===== src/rtl/assert_macros.svh =====
// Assertion macros for the RTL of the tag stripper, included by the top-level unit.
`ifndef ASSERT_MACROS_SVH
`define ASSERT_MACROS_SVH

// Same-cycle implication, checked on every clock outside reset.
`define CHK_IMPLIES(name, clk, rst, ante, cons) \
   name: assert property (@(posedge clk) disable iff (rst) (ante) |-> (cons)) \
      else $error("assertion failed: same-cycle check");

// Next-cycle implication, checked on every clock outside reset.
`define CHK_NEXT(name, clk, rst, ante, cons) \
   name: assert property (@(posedge clk) disable iff (rst) (ante) |=> (cons)) \
      else $error("assertion failed: next-cycle check");

`endif


===== src/rtl/tts_pkg.sv =====
// Package: types, character codes and region modes of the tag stripper.
package tts_pkg;

   localparam logic [7:0] CH_OPEN   = 8'h7B;
   localparam logic [7:0] CH_CLOSE  = 8'h7D;
   localparam logic [7:0] CH_EQ     = 8'h3D;
   localparam logic [7:0] CH_HASH   = 8'h23;
   localparam logic [7:0] CH_BSLASH = 8'h5C;
   localparam logic [7:0] CH_NL     = 8'h0A;

   localparam int QUEUE_DEPTH = 2;
   localparam int QPTR_W      = $clog2(QUEUE_DEPTH);
   localparam int QCNT_W      = $clog2(QUEUE_DEPTH + 1);

   typedef enum logic [1:0] {
      MODE_TEXT    = 2'd0,
      MODE_SCRIPT  = 2'd1,
      MODE_ECHO    = 2'd2,
      MODE_COMMENT = 2'd3
   } region_mode_type;

   typedef struct packed {
      logic [7:0] in_char;
      logic       is_last;
   } req_type;

   typedef struct packed {
      logic [7:0] out_char;
      logic       has_char;
      logic       end_of_text;
   } rsp_type;

   // Work for the back part: one or two results caused by one item.
   typedef struct packed {
      logic [7:0] char_a;
      logic       has_a;
      logic       second;
      logic [7:0] char_b;
      logic       eot;
   } bundle_type;

   typedef struct packed {
      logic              full;
      logic              empty;
      logic [QCNT_W-1:0] count;
   } q_stat_type;

   function automatic logic [7:0] region_marker(region_mode_type mode);
      logic [7:0] mk;
      unique case (mode)
         MODE_SCRIPT: mk = CH_CLOSE;
         MODE_ECHO:   mk = CH_EQ;
         default:     mk = CH_HASH;
      endcase
      return mk;
   endfunction

endpackage


===== src/rtl/tts_front.sv =====
// Front part: tracks region state and turns each item into a result bundle.
module tts_front (
   input  logic                clock,
   input  logic                reset,
   input  logic                req_valid,
   output logic                req_ready,
   input  tts_pkg::req_type    req_data,
   input  tts_pkg::q_stat_type q_stat,
   output logic                push,
   output tts_pkg::bundle_type push_data
);
   import tts_pkg::*;

   region_mode_type mode_ff, mode_in, mode_nx;
   logic            pend_ff, pend_in, pend_nx;
   logic            drop_ff, drop_in, drop_nx;

   logic       fire;
   logic       skip;
   logic [7:0] c;
   logic       emit_a, emit_b, tail;
   logic [7:0] a_char;

   assign req_ready = !q_stat.full;
   assign fire      = req_valid && req_ready;
   assign c         = req_data.in_char;
   assign skip      = drop_ff && (c == CH_NL);

   // Next state, before the end-of-text reset.
   always_comb begin
      mode_nx = mode_ff;
      pend_nx = pend_ff;
      drop_nx = 1'b0;
      if (!skip) begin
         if (mode_ff == MODE_TEXT) begin
            if (pend_ff) begin
               pend_nx = 1'b0;
               unique case (c)
                  CH_OPEN: mode_nx = MODE_SCRIPT;
                  CH_EQ:   mode_nx = MODE_ECHO;
                  CH_HASH: mode_nx = MODE_COMMENT;
                  default: mode_nx = MODE_TEXT;
               endcase
            end else if (c == CH_OPEN) begin
               pend_nx = 1'b1;
            end
         end else begin
            if (pend_ff) begin
               pend_nx = 1'b0;
               if (c == CH_CLOSE) begin
                  mode_nx = MODE_TEXT;
                  drop_nx = 1'b1;
               end else if (c != CH_BSLASH && c == region_marker(mode_ff)) begin
                  pend_nx = 1'b1;
               end
            end else if (c == region_marker(mode_ff)) begin
               pend_nx = 1'b1;
            end
         end
      end
   end

   // Results caused by this item.
   always_comb begin
      emit_a = 1'b0;
      emit_b = 1'b0;
      a_char = c;
      if (!skip && mode_ff == MODE_TEXT) begin
         if (pend_ff) begin
            if (c != CH_OPEN && c != CH_EQ && c != CH_HASH) begin
               emit_a = 1'b1;
               a_char = CH_OPEN;
               emit_b = (c != CH_BSLASH);
            end
         end else if (c != CH_OPEN) begin
            emit_a = 1'b1;
         end
      end
      // Flush a held brace at end of text.
      tail = req_data.is_last && (mode_nx == MODE_TEXT) && pend_nx;
      push_data.char_a = emit_a ? a_char : (tail ? CH_OPEN : 8'h00);
      push_data.has_a  = emit_a || tail;
      push_data.second = emit_b;
      push_data.char_b = c;
      push_data.eot    = req_data.is_last;
      push             = fire && (emit_a || req_data.is_last);
   end

   // Return to plain text after the last byte.
   assign mode_in = req_data.is_last ? MODE_TEXT : mode_nx;
   assign pend_in = req_data.is_last ? 1'b0 : pend_nx;
   assign drop_in = req_data.is_last ? 1'b0 : drop_nx;

   always_ff @(posedge clock) begin
      if (reset) begin
         mode_ff <= MODE_TEXT;
         pend_ff <= 1'b0;
         drop_ff <= 1'b0;
      end else if (fire) begin
         mode_ff <= mode_in;
         pend_ff <= pend_in;
         drop_ff <= drop_in;
      end
   end

endmodule


===== src/rtl/tts_queue.sv =====
// Short bundle queue between the front and back parts.
module tts_queue (
   input  logic                clock,
   input  logic                reset,
   input  logic                push,
   input  tts_pkg::bundle_type push_data,
   input  logic                pop,
   output tts_pkg::bundle_type pop_data,
   output tts_pkg::q_stat_type q_stat
);
   import tts_pkg::*;

   bundle_type        slot_ff [QUEUE_DEPTH];
   logic [QPTR_W-1:0] wr_ptr_ff, wr_ptr_in;
   logic [QPTR_W-1:0] rd_ptr_ff, rd_ptr_in;
   logic [QCNT_W-1:0] count_ff, count_in;

   function automatic logic [QPTR_W-1:0] ptr_inc(logic [QPTR_W-1:0] p);
      logic [QPTR_W-1:0] r;
      if (p == QPTR_W'(QUEUE_DEPTH - 1)) r = '0;
      else r = p + QPTR_W'(1);
      return r;
   endfunction

   assign wr_ptr_in = push ? ptr_inc(wr_ptr_ff) : wr_ptr_ff;
   assign rd_ptr_in = pop ? ptr_inc(rd_ptr_ff) : rd_ptr_ff;

   always_comb begin
      count_in = count_ff;
      if (push && !pop) count_in = count_ff + QCNT_W'(1);
      else if (pop && !push) count_in = count_ff - QCNT_W'(1);
   end

   assign pop_data     = slot_ff[rd_ptr_ff];
   assign q_stat.full  = (count_ff == QCNT_W'(QUEUE_DEPTH));
   assign q_stat.empty = (count_ff == '0);
   assign q_stat.count = count_ff;

   always_ff @(posedge clock) begin
      if (push) begin
         slot_ff[wr_ptr_ff] <= push_data;
      end
   end

   always_ff @(posedge clock) begin
      if (reset) begin
         wr_ptr_ff <= '0;
         rd_ptr_ff <= '0;
         count_ff  <= '0;
      end else begin
         wr_ptr_ff <= wr_ptr_in;
         rd_ptr_ff <= rd_ptr_in;
         count_ff  <= count_in;
      end
   end

endmodule


===== src/rtl/tts_back.sv =====
// Back part: unpacks bundles into result items through an output register.
module tts_back (
   input  logic                clock,
   input  logic                reset,
   input  tts_pkg::q_stat_type q_stat,
   input  tts_pkg::bundle_type pop_data,
   output logic                pop,
   output logic                rsp_valid,
   input  logic                rsp_ready,
   output tts_pkg::rsp_type    rsp_data
);
   import tts_pkg::*;

   bundle_type cur_ff, cur_in;
   logic       valid_ff, valid_in;
   logic       phase_ff, phase_in;
   logic       fire;
   logic       more;

   assign fire = valid_ff && rsp_ready;
   assign more = !phase_ff && cur_ff.second;
   assign pop  = !q_stat.empty && (!valid_ff || (fire && !more));

   always_comb begin
      cur_in   = cur_ff;
      valid_in = valid_ff;
      phase_in = phase_ff;
      if (fire && more) begin
         phase_in = 1'b1;
      end else if (pop) begin
         cur_in   = pop_data;
         valid_in = 1'b1;
         phase_in = 1'b0;
      end else if (fire) begin
         valid_in = 1'b0;
         phase_in = 1'b0;
      end
   end

   assign rsp_valid            = valid_ff;
   assign rsp_data.out_char    = phase_ff ? cur_ff.char_b : cur_ff.char_a;
   assign rsp_data.has_char    = phase_ff ? 1'b1 : cur_ff.has_a;
   assign rsp_data.end_of_text = cur_ff.eot && (phase_ff || !cur_ff.second);

   always_ff @(posedge clock) begin
      cur_ff <= cur_in;
   end

   always_ff @(posedge clock) begin
      if (reset) begin
         valid_ff <= 1'b0;
         phase_ff <= 1'b0;
      end else begin
         valid_ff <= valid_in;
         phase_ff <= phase_in;
      end
   end

endmodule


===== src/rtl/template_tag_stripper_unit.sv =====
// Template tag stripper: drops script, echo and comment regions from a byte stream.
//
// Input channel req_*: one template byte per item, is_last marks the end of a text.
// Output channel rsp_*: rendered bytes; has_char=0 marks an end-only item, and
// end_of_text flags the final item caused by the last byte.
// An input item causes zero, one or two result items. The front part accepts
// one item per cycle while the queue is not full and writes its results as one
// bundle into a two-entry queue; the back part sends one result item per cycle
// from its output register while rsp_ready is high. An accepted item's bundle is
// written into the queue, then loaded into the output register that drives rsp_valid.
// Throughput: one input item per cycle while each causes at most one result and
// rsp_ready stays high; an item with two results sends them one after the other.
// When the receiver stalls, the output register and then the two queue entries
// fill, and req_ready drops; the front keeps its state until the next item is accepted.
// Reset: clears the queue and output register and returns to plain text;
// after a byte with is_last the region state also returns to plain text.
module template_tag_stripper_unit (
   input  logic             clock,
   input  logic             reset,
   input  logic             req_valid,
   output logic             req_ready,
   input  tts_pkg::req_type req_data,
   output logic             rsp_valid,
   input  logic             rsp_ready,
   output tts_pkg::rsp_type rsp_data
);
   import tts_pkg::*;
   `include "assert_macros.svh"

   logic       push, pop;
   bundle_type push_data, pop_data;
   q_stat_type q_stat;

   tts_front u_front (
      .clock     (clock),
      .reset     (reset),
      .req_valid (req_valid),
      .req_ready (req_ready),
      .req_data  (req_data),
      .q_stat    (q_stat),
      .push      (push),
      .push_data (push_data)
   );

   tts_queue u_queue (
      .clock     (clock),
      .reset     (reset),
      .push      (push),
      .push_data (push_data),
      .pop       (pop),
      .pop_data  (pop_data),
      .q_stat    (q_stat)
   );

   tts_back u_back (
      .clock     (clock),
      .reset     (reset),
      .q_stat    (q_stat),
      .pop_data  (pop_data),
      .pop       (pop),
      .rsp_valid (rsp_valid),
      .rsp_ready (rsp_ready),
      .rsp_data  (rsp_data)
   );

   `CHK_IMPLIES(a_queue_bound, clock, reset, 1'b1, q_stat.count <= QCNT_W'(QUEUE_DEPTH))
   `CHK_IMPLIES(a_no_push_full, clock, reset, q_stat.full, !push)
   `CHK_IMPLIES(a_marker_only_end, clock, reset, rsp_valid && !rsp_data.has_char,
                rsp_data.end_of_text && rsp_data.out_char == 8'h00)
   `CHK_NEXT(a_pop_loads, clock, reset, pop, rsp_valid)

endmodule


===== config.mk =====
export PLATFORM = sky130hd
export DESIGN_NAME = template_tag_stripper_unit
export DESIGN_NICKNAME = d
export VERILOG_FILES = /design/src/rtl/tts_pkg.sv /design/src/rtl/tts_front.sv /design/src/rtl/tts_queue.sv /design/src/rtl/tts_back.sv /design/src/rtl/template_tag_stripper_unit.sv
export VERILOG_INCLUDE_DIRS = /design/src /design/src/rtl
export SDC_FILE = /design/constraint.sdc
export NUM_CORES = 1
export LEC_CHECK = 0
export BUFFER_PORTS_ARGS = -buffer_cell sky130_fd_sc_hd__buf_2
export CAP_MARGIN = 20
export CELL_PAD_IN_SITES_DETAIL_PLACEMENT = 1
export CELL_PAD_IN_SITES_GLOBAL_PLACEMENT = 2
export CORE_ASPECT_RATIO = 1.4
export CORE_MARGIN = 1
export CORE_UTILIZATION = 42
export CTS_CLUSTER_SIZE = 30
export DETAILED_ROUTE_END_ITERATION = 8
export PLACE_DENSITY = 0.78
export SYNTH_ARGS = -nofsm -noshare
export SYNTH_HDL_FRONTEND = slang
export SYNTH_HIERARCHICAL = 1
export SYNTH_SLANG_ARGS = --single-unit

===== constraint.sdc =====
create_clock -name clock -period 3.4 [get_ports clock]
set_input_delay 0.68 -clock clock [delete_from_list [all_inputs] [get_ports clock]]
set_output_delay 0.68 -clock clock [all_outputs]
set_load 0.01 [all_outputs]

# Word level (Yosys, flattened, before mapping)
# Memories as Yosys holds them, arrays and structs flattened. A register that Yosys moved wholly into a read port is not among the register bits.
# Cells that the tools add are included.
[classes] eq_ne=14 mux=53 n_reduce_logical=38 add_sub_neg=4 bitwise=1
[op_table] op="$mux 8" n=12
[op_table] op="$mux 1" n=30
[op_table] op="$logic_and 1x1->1" n=17
[op_table] op="$eq 8x6->1 const B" n=2
[op_table] op="$eq 8x7->1 const B" n=2
[op_table] op="$eq 8x8->1" n=2
[op_table] op="$mux 2" n=8
[op_table] op="$ne 8x6->1 const B" n=2
[op_table] op="$ne 8x7->1 const B" n=2
[op_table] op="$pmux 7 s2" n=1
[op_table] op="$logic_not 1->1" n=9
[op_table] op="$eq 8x4->1 const B" n=1
[op_table] op="$mux 7" n=1
[op_table] op="$logic_not 2->1" n=3
[op_table] op="$pmux 2 s3" n=1
[op_table] op="$eq 2x2->1 const B" n=2
[op_table] op="$logic_or 1x1->1" n=4
[op_table] op="$reduce_and 2->1" n=2
[op_table] op="$reduce_bool 2->1" n=2
[op_table] op="$reduce_bool 3->1" n=1
[op_table] op="$add 1x1->1 const B" n=2
[op_table] op="$add 2x1->2 const B" n=1
[op_table] op="$eq 2x1->1 const B" n=1
[op_table] op="$sub 2x1->2 const B" n=1
[op_table] op="$not 1->1" n=1
[totals] mem_bits_rw=38 in_bits=13 regBits=10 mem_count=1 out_inout_bits=12 word_cells=119
[mem_list] name="u_queue.slot_ff" depth=2 word_bits=19 rd=1 rd_clocked_by_memory_dff=1 wr=1 line="tts_queue.sv:13" text="bundle_type slot_ff [QUEUE_DEPTH];"

# Depth between registers and ports, before layout
[depth] ltp_word=16 depth_mapped=10 mapped_depth_nobuf=9

# Hierarchy
# The synthesis kept the hierarchy.
[modules_own_cells] module="tts_queue" area_each_um2=1579.0 cells_per_inst=81 seq_area_each_um2=1241.2 n_inst=1
[modules_own_cells] module="tts_back" area_each_um2=823.3 cells_per_inst=42 seq_area_each_um2=610.6 n_inst=1
[modules_own_cells] module="tts_front" area_each_um2=660.6 cells_per_inst=90 seq_area_each_um2=80.1 n_inst=1

# Worst setup path after synthesis
# Ideal clock, no wire load.
[synth_path] path_kind="in2reg" from="in req_data[4] (netlist bit)" to="mem u_queue/slot_ff[0][0] (netlist bit) (enable)" n_path_buf=0 cell_stages=6 arrival_ns=2.679 required_time_ns=3.003 slack_ns=0.325 setup_ns=0.397 cell_sequence="and4b_1 > o2111a_1 > nand2_1 > nand3b_1 > a21oi_1 > nor2b_1"
[synth_between] elab_chain_cells=10 elab_cells_between_ends=17 cone_classes="eq/ne: 4; mux: 6; reduce/logical: 7"
[synth_lines] element="from (decl)" line="template_tag_stripper_unit.sv:22" text="input tts_pkg::req_type req_data,"
[synth_lines] element="$ne 8x7->1 or $ne 8x6->1 (tied branches)" line="tts_front.sv:70, tts_front.sv:75"
[synth_lines] element="$logic_and 1x1->1 (2 in a row)" line="tts_front.sv:70" text="if (c != CH_OPEN && c != CH_EQ && c != CH_HASH) begin"
[synth_lines] element="$mux 1" line="tts_front.sv:70"
[synth_lines] element="$mux 1" line="tts_front.sv:69" text="if (pend_ff) begin"
[synth_lines] element="$mux 1 (*)" line="tts_front.sv:68" text="if (!skip && mode_ff == MODE_TEXT) begin"
[synth_lines] element="$logic_or 1x1->1 (*)" line="tts_front.sv:86" text="push = fire && (emit_a || req_data.is_last);"
[synth_lines] element="$logic_and 1x1->1 (*)" line="tts_front.sv:86"
[synth_lines] element="via push" line="template_tag_stripper_unit.sv:30" text="logic push, pop;"
[synth_lines] element="$mux 1 (*)" line="tts_queue.sv:40" text="if (push) begin"
[synth_lines] element="$mux 1 (implied by the code) (*)" line="tts_queue.sv:41" text="slot_ff[wr_ptr_ff] <= push_data;"
[synth_lines] element="to (decl)" line="tts_queue.sv:13"
# The timed path passes the listed nets; every way through them passes the cells marked *.

# Worst setup path in the final report
[layout_path] from="in req_data[5] (netlist bit)" to="reg u_queue.count_ff[1]"
[layout_between] elab_chain_cells=11 elab_cells_between_ends=20 cone_classes="eq/ne: 4; mux: 5; reduce/logical: 11"
[layout_lines] element="$ne 8x7->1 or $ne 8x6->1 (tied branches)" line="tts_front.sv:70, tts_front.sv:75"
[layout_lines] element="$logic_and 1x1->1 (2 in a row)" line="tts_front.sv:70"
[layout_lines] element="$mux 1" line="tts_front.sv:70"
[layout_lines] element="$mux 1" line="tts_front.sv:69"
[layout_lines] element="$mux 1 (*)" line="tts_front.sv:68"
[layout_lines] element="$logic_or 1x1->1 (*)" line="tts_front.sv:86"
[layout_lines] element="$logic_and 1x1->1 (*)" line="tts_front.sv:86"
[layout_lines] element="via push" line="template_tag_stripper_unit.sv:30"
[layout_lines] element="$logic_not 1->1" line="tts_queue.sv:31" text="else if (pop && !push) count_in = count_ff - QCNT_W'(1);"
[layout_lines] element="$logic_and 1x1->1" line="tts_queue.sv:31"
[layout_lines] element="$reduce_bool 2->1 (no source line)"
[layout_lines] element="to (signal assigned)" line="tts_queue.sv:53" text="count_ff <= count_in;"
[layout_lines] element="to (decl)" line="tts_queue.sv:16" text="logic [QCNT_W-1:0] count_ff, count_in;"
# Marked as above.
# A chain may end at the register's enable or synchronous reset.

==> parameters.txt <==
Parameter                              Value

Min path
  Worst hold path depth ... 2
  Hold Crit Class ... register to register

CTS
  Total of cells resized after clock tree synthesis ... 0
  Clk_lat worst skew ... 0.34 ns
  Maximum number of buffers from clock root to sink ... 2
  Hold-fix buffers at CTS ... 0
  Post-CTS Setup Repair Bufs ... 0
  CTS tree ... yes
  Clock transition at the registers of the reported paths ... 0.07 ns
  Clock buffer count from CTS ... 9
  Clock H-tree levels ... 3
  Cell chosen for the clock root ... sky130_fd_sc_hd__clkbuf_8
  Sinks on the clock net ... 68

Routing
  Via Count ... 1719
  Post-detailed-routing wire length ... 5505 um
  Drt wl/cell ... 16.34 um
  Detailed Routing Iterations Pass 1 ... 5
  DRC Markers ... 0
  Number of nets still failing antenna checks after routing ... 0
  Number of DRC markers after the initial detailed-route iteration ... 46
  Routed vias/inst ... 5.101

Floorplan
  Total die area ... 0.007643 mm^2
  Die outline height ... 103.0 um
  Row count ... 36
  I/O pin total ... 25
  Die width ... 74.18 um
  Area of the placeable core ... 0.007027 mm^2
  Initial Util ... 43.59%

GRT
  Largest net degree at the start of global routing ... 20
  Sum of overflow across all layers after global routing ... 0
  Vias in the first global route ... 1696
  Initial antenna violation count ... 0
  Global-route wire length before repair ... 8887 um
  Total global routing track utilization ... 16.30%

Yosys
  Register area share after synthesis ... 63.07%
  Share of synthesized flip-flops with an asynchronous set or reset ... 0%
  Cell variety after synth ... 48
  Flip-flop cell with the highest count after synthesis ... sky130_fd_sc_hd__edfxtp_1
  Cell types occupying the most area after synthesis ... sky130_fd_sc_hd__edfxtp_1, sky130_fd_sc_hd__dfxtp_1, sky130_fd_sc_hd__mux2_2, sky130_fd_sc_hd__mux2_4, sky130_fd_sc_hd__buf_4
  Cell type with the largest total area after synthesis ... sky130_fd_sc_hd__edfxtp_1
  Area share of the largest cell type after synthesis ... 55.88%
  Synth Net Count ... 229
  Cell area after synthesis ... 0.003063 mm^2
  Synthesis-stage register bit count ... 68
  Total of warnings raised by yosys ... 6
  Synthesized area divided by synthesized cell count ... 14.38 um^2
  Post-synthesis cell count ... 213
  Count of flip-flops with a built-in enable after synthesis ... 57

Place
  Inst Count DP ... 321
  Final HPWL DP ... 3897 um
  Routability-driven placement congestion ratio ... 0.8672
  Count of buffers inserted at the top-level ports ... 24
  Area post-placement ... 0.003213 mm^2

Setup path
  CP dominant cell by count ... sky130_fd_sc_hd__a21oi_1
  Number of cells on the worst reg-to-reg path ... 8
  Maximum fanout encountered on the critical timing path ... 8
  Arrival time worst endpoint ... 3.03 ns
  CP max-delay cell ... sky130_fd_sc_hd__nor3b_1
  Delay contributed by the slowest stage of the critical path ... 0.40 ns
  Critical path endpoint category ... register
  Critical path cell sequence ... buf_2, nor3b_1, nand2_1, a21boi_0, nand3b_1, a21oi_1, ha_1, or3_1, a21oi_1
  Worst Setup Path Type ... primary input to register
  Kind of start point of the critical path ... primary input
  Worst endpoint required time ... 3.68 ns

Power and ir drop
  Power per standard cell area ... 724.8 mW/mm^2
  IR Drop Worst-Case VDD ... 0.2989 mV
  Power after layout ... 0.002482 W
  Cell leakage power ... 1.179 nW

Timing
  Final number of max-transition violations ... 0
  Worst slew slack as a fraction of its limit ... 42.27%
  Share of the clock period used by the worst path after layout ... 80.96%
  RSZ-0062 raised after global routing ... no
  Final setup violating endpoints ... 0
  Fin. Hold Viols ... 0
  Max Freq ... 363.3 MHz
  Total negative setup slack ... 0 ns
  Transition at the pin with the smallest max-transition slack ... 0.8648 ns
  Setup clock skew after layout ... 0.008868 ns
  Period minus WS final ... 2.753 ns

Cells and area
  Utilization of the core after routing ... 48.74%
  Share of final-layout standard cells stronger than drive strength 1 ... 33.88%
  Non-filler instance count after layout ... 337
  Post-layout instance area ... 0.003425 mm^2
  Multi-input combinational cell area ... 989.7 um^2
  Synthesis-to-finish area growth ... 11.81%
  Ant. Diodes ... 0
  Number of nets in the finished design ... 253
  Count of filler cells inserted in the layout ... 735
  Seq. cell area ... 0.001932 mm^2

Status
  Result of the run ... completed

Flow run
  Maxcap violations ... 0
-- critical path, delay by kind of cell --
kind	cells	cell delay, ns
buf+inv	1	0.17
fa+ha+maj	1	0.36
simple gates	4	1.19
compound gates	3	0.62
-- Yosys cell counts (3+ instances only) --
cell type / number
sky130_fd_sc_hd__nor2_1: 18
sky130_fd_sc_hd__edfxtp_1: 57
sky130_fd_sc_hd__mux2_2: 19
sky130_fd_sc_hd__ha_1: 3
sky130_fd_sc_hd__a21oi_1: 10
sky130_fd_sc_hd__nand2_1: 10
sky130_fd_sc_hd__buf_4: 10
sky130_fd_sc_hd__o21ai_0: 4
sky130_fd_sc_hd__nor2b_1: 4
sky130_fd_sc_hd__inv_1: 6
sky130_fd_sc_hd__xnor2_1: 3
sky130_fd_sc_hd__nand3b_1: 3
sky130_fd_sc_hd__and2_1: 3
sky130_fd_sc_hd__mux2_4: 8
sky130_fd_sc_hd__dfxtp_1: 11
sky130_fd_sc_hd__buf_6: 3
sky130_fd_sc_hd__nand3_1: 4
-- worst paths after layout --
check	start	to	slack (ns)
max	req_data[5]	u_queue/count_ff[1]	0.65
min	u_queue/count_ff[1]	u_queue/count_ff[1]	0.50
max reg2reg	u_front/drop_ff	u_queue/count_ff[1]	0.83
min reg2reg	u_queue/count_ff[1]	u_queue/count_ff[1]	0.50
-- per-layer routing --
layer	vias to the layer above	GRT usage, %	share of wire (%)
li1	828	-	-
met1	854	19.45	43
met2	27	26.78	51
met3	10	3.617	2.7
met4	0	9.467	2.7
met5	-	0	0
-- cells by family (layout without fill, tap and decap cells) --
| family | Yosys count | count (layout) | synth area share (%) |
|---|---|---|---|
| flops | 68 | 68 | 63.07 |
| simple gates | 62 | 62 | 11.89 |
| mux | 28 | 28 | 11.23 |
| compound gates | 26 | 26 | 6.537 |
| buf+inv | 21 | 50 | 4.616 |
| xor+xnor | 5 | 5 | 1.430 |
| fa+ha+maj | 3 | 3 | 1.226 |
-- flip-flops by register name, indices dropped and copies added (netlist names), named ones only --
register	flops
u_front/mode_ff	2
u_queue/wr_ptr_ff	1
u_back/cur_ff	19
u_front/pend_ff	1
u_back/rsp_valid	1
u_queue/rd_ptr_ff	1
u_front/drop_ff	1
u_queue/count_ff	2
u_queue/slot_ff	38
u_back/phase_ff	1
-- report_power, final --
part	switching, W	internal, W	total, W
logic	0.000281	0.000272	0.000552
registers	0.0000878	0.00116	0.00125
clock network	0.000301	0.000380	0.000680
total	0.000669	0.00181	0.00248
-- cells in the final DEF, fill, tap and decap left out, types with 3 or more instances in the layout --
cell type                  synthesis  final
sky130_fd_sc_hd__ha_1              3      3
sky130_fd_sc_hd__mux2_2           19     19
sky130_fd_sc_hd__inv_1             6      6
sky130_fd_sc_hd__xnor2_1           3      3
sky130_fd_sc_hd__nand3b_1          3      3
sky130_fd_sc_hd__and2_1            3      3
sky130_fd_sc_hd__nor2b_1           4      4
sky130_fd_sc_hd__a21oi_1          10     10
sky130_fd_sc_hd__buf_4            10      4
sky130_fd_sc_hd__dfxtp_1          11     11
sky130_fd_sc_hd__nor2_1           18     18
sky130_fd_sc_hd__o21ai_0           4      4
sky130_fd_sc_hd__clkbuf_8          0     11
sky130_fd_sc_hd__nand2_1          10     10
sky130_fd_sc_hd__buf_2             2     24
sky130_fd_sc_hd__edfxtp_1         57     57
sky130_fd_sc_hd__mux2_4            8      8
sky130_fd_sc_hd__nand3_1           4      4
-- per-stage QoR --
stage / setup WS [ns] / hold WS (ns)
floorplan: 0.3246 / 0.4484
global placement: 0.3606 / 0.4931
detailed placement: 0.3239 / 0.4994
CTS: 0.6917 / 0.5095
global route: 0.4066 / 0.5571
finish: 0.6474 / 0.5032
-- final cells by class --
type                    count  share of cell area [%]
multi-input cells         124                   28.90
repair buffers             28                   4.384
inverters                   6                  0.6577
clock buffers              11                   4.421
well taps                  95                   3.471
flip-flops and latches     68                   56.41
clock inverters             5                   1.754
Note: power is estimated with default switching activity, not from simulation.
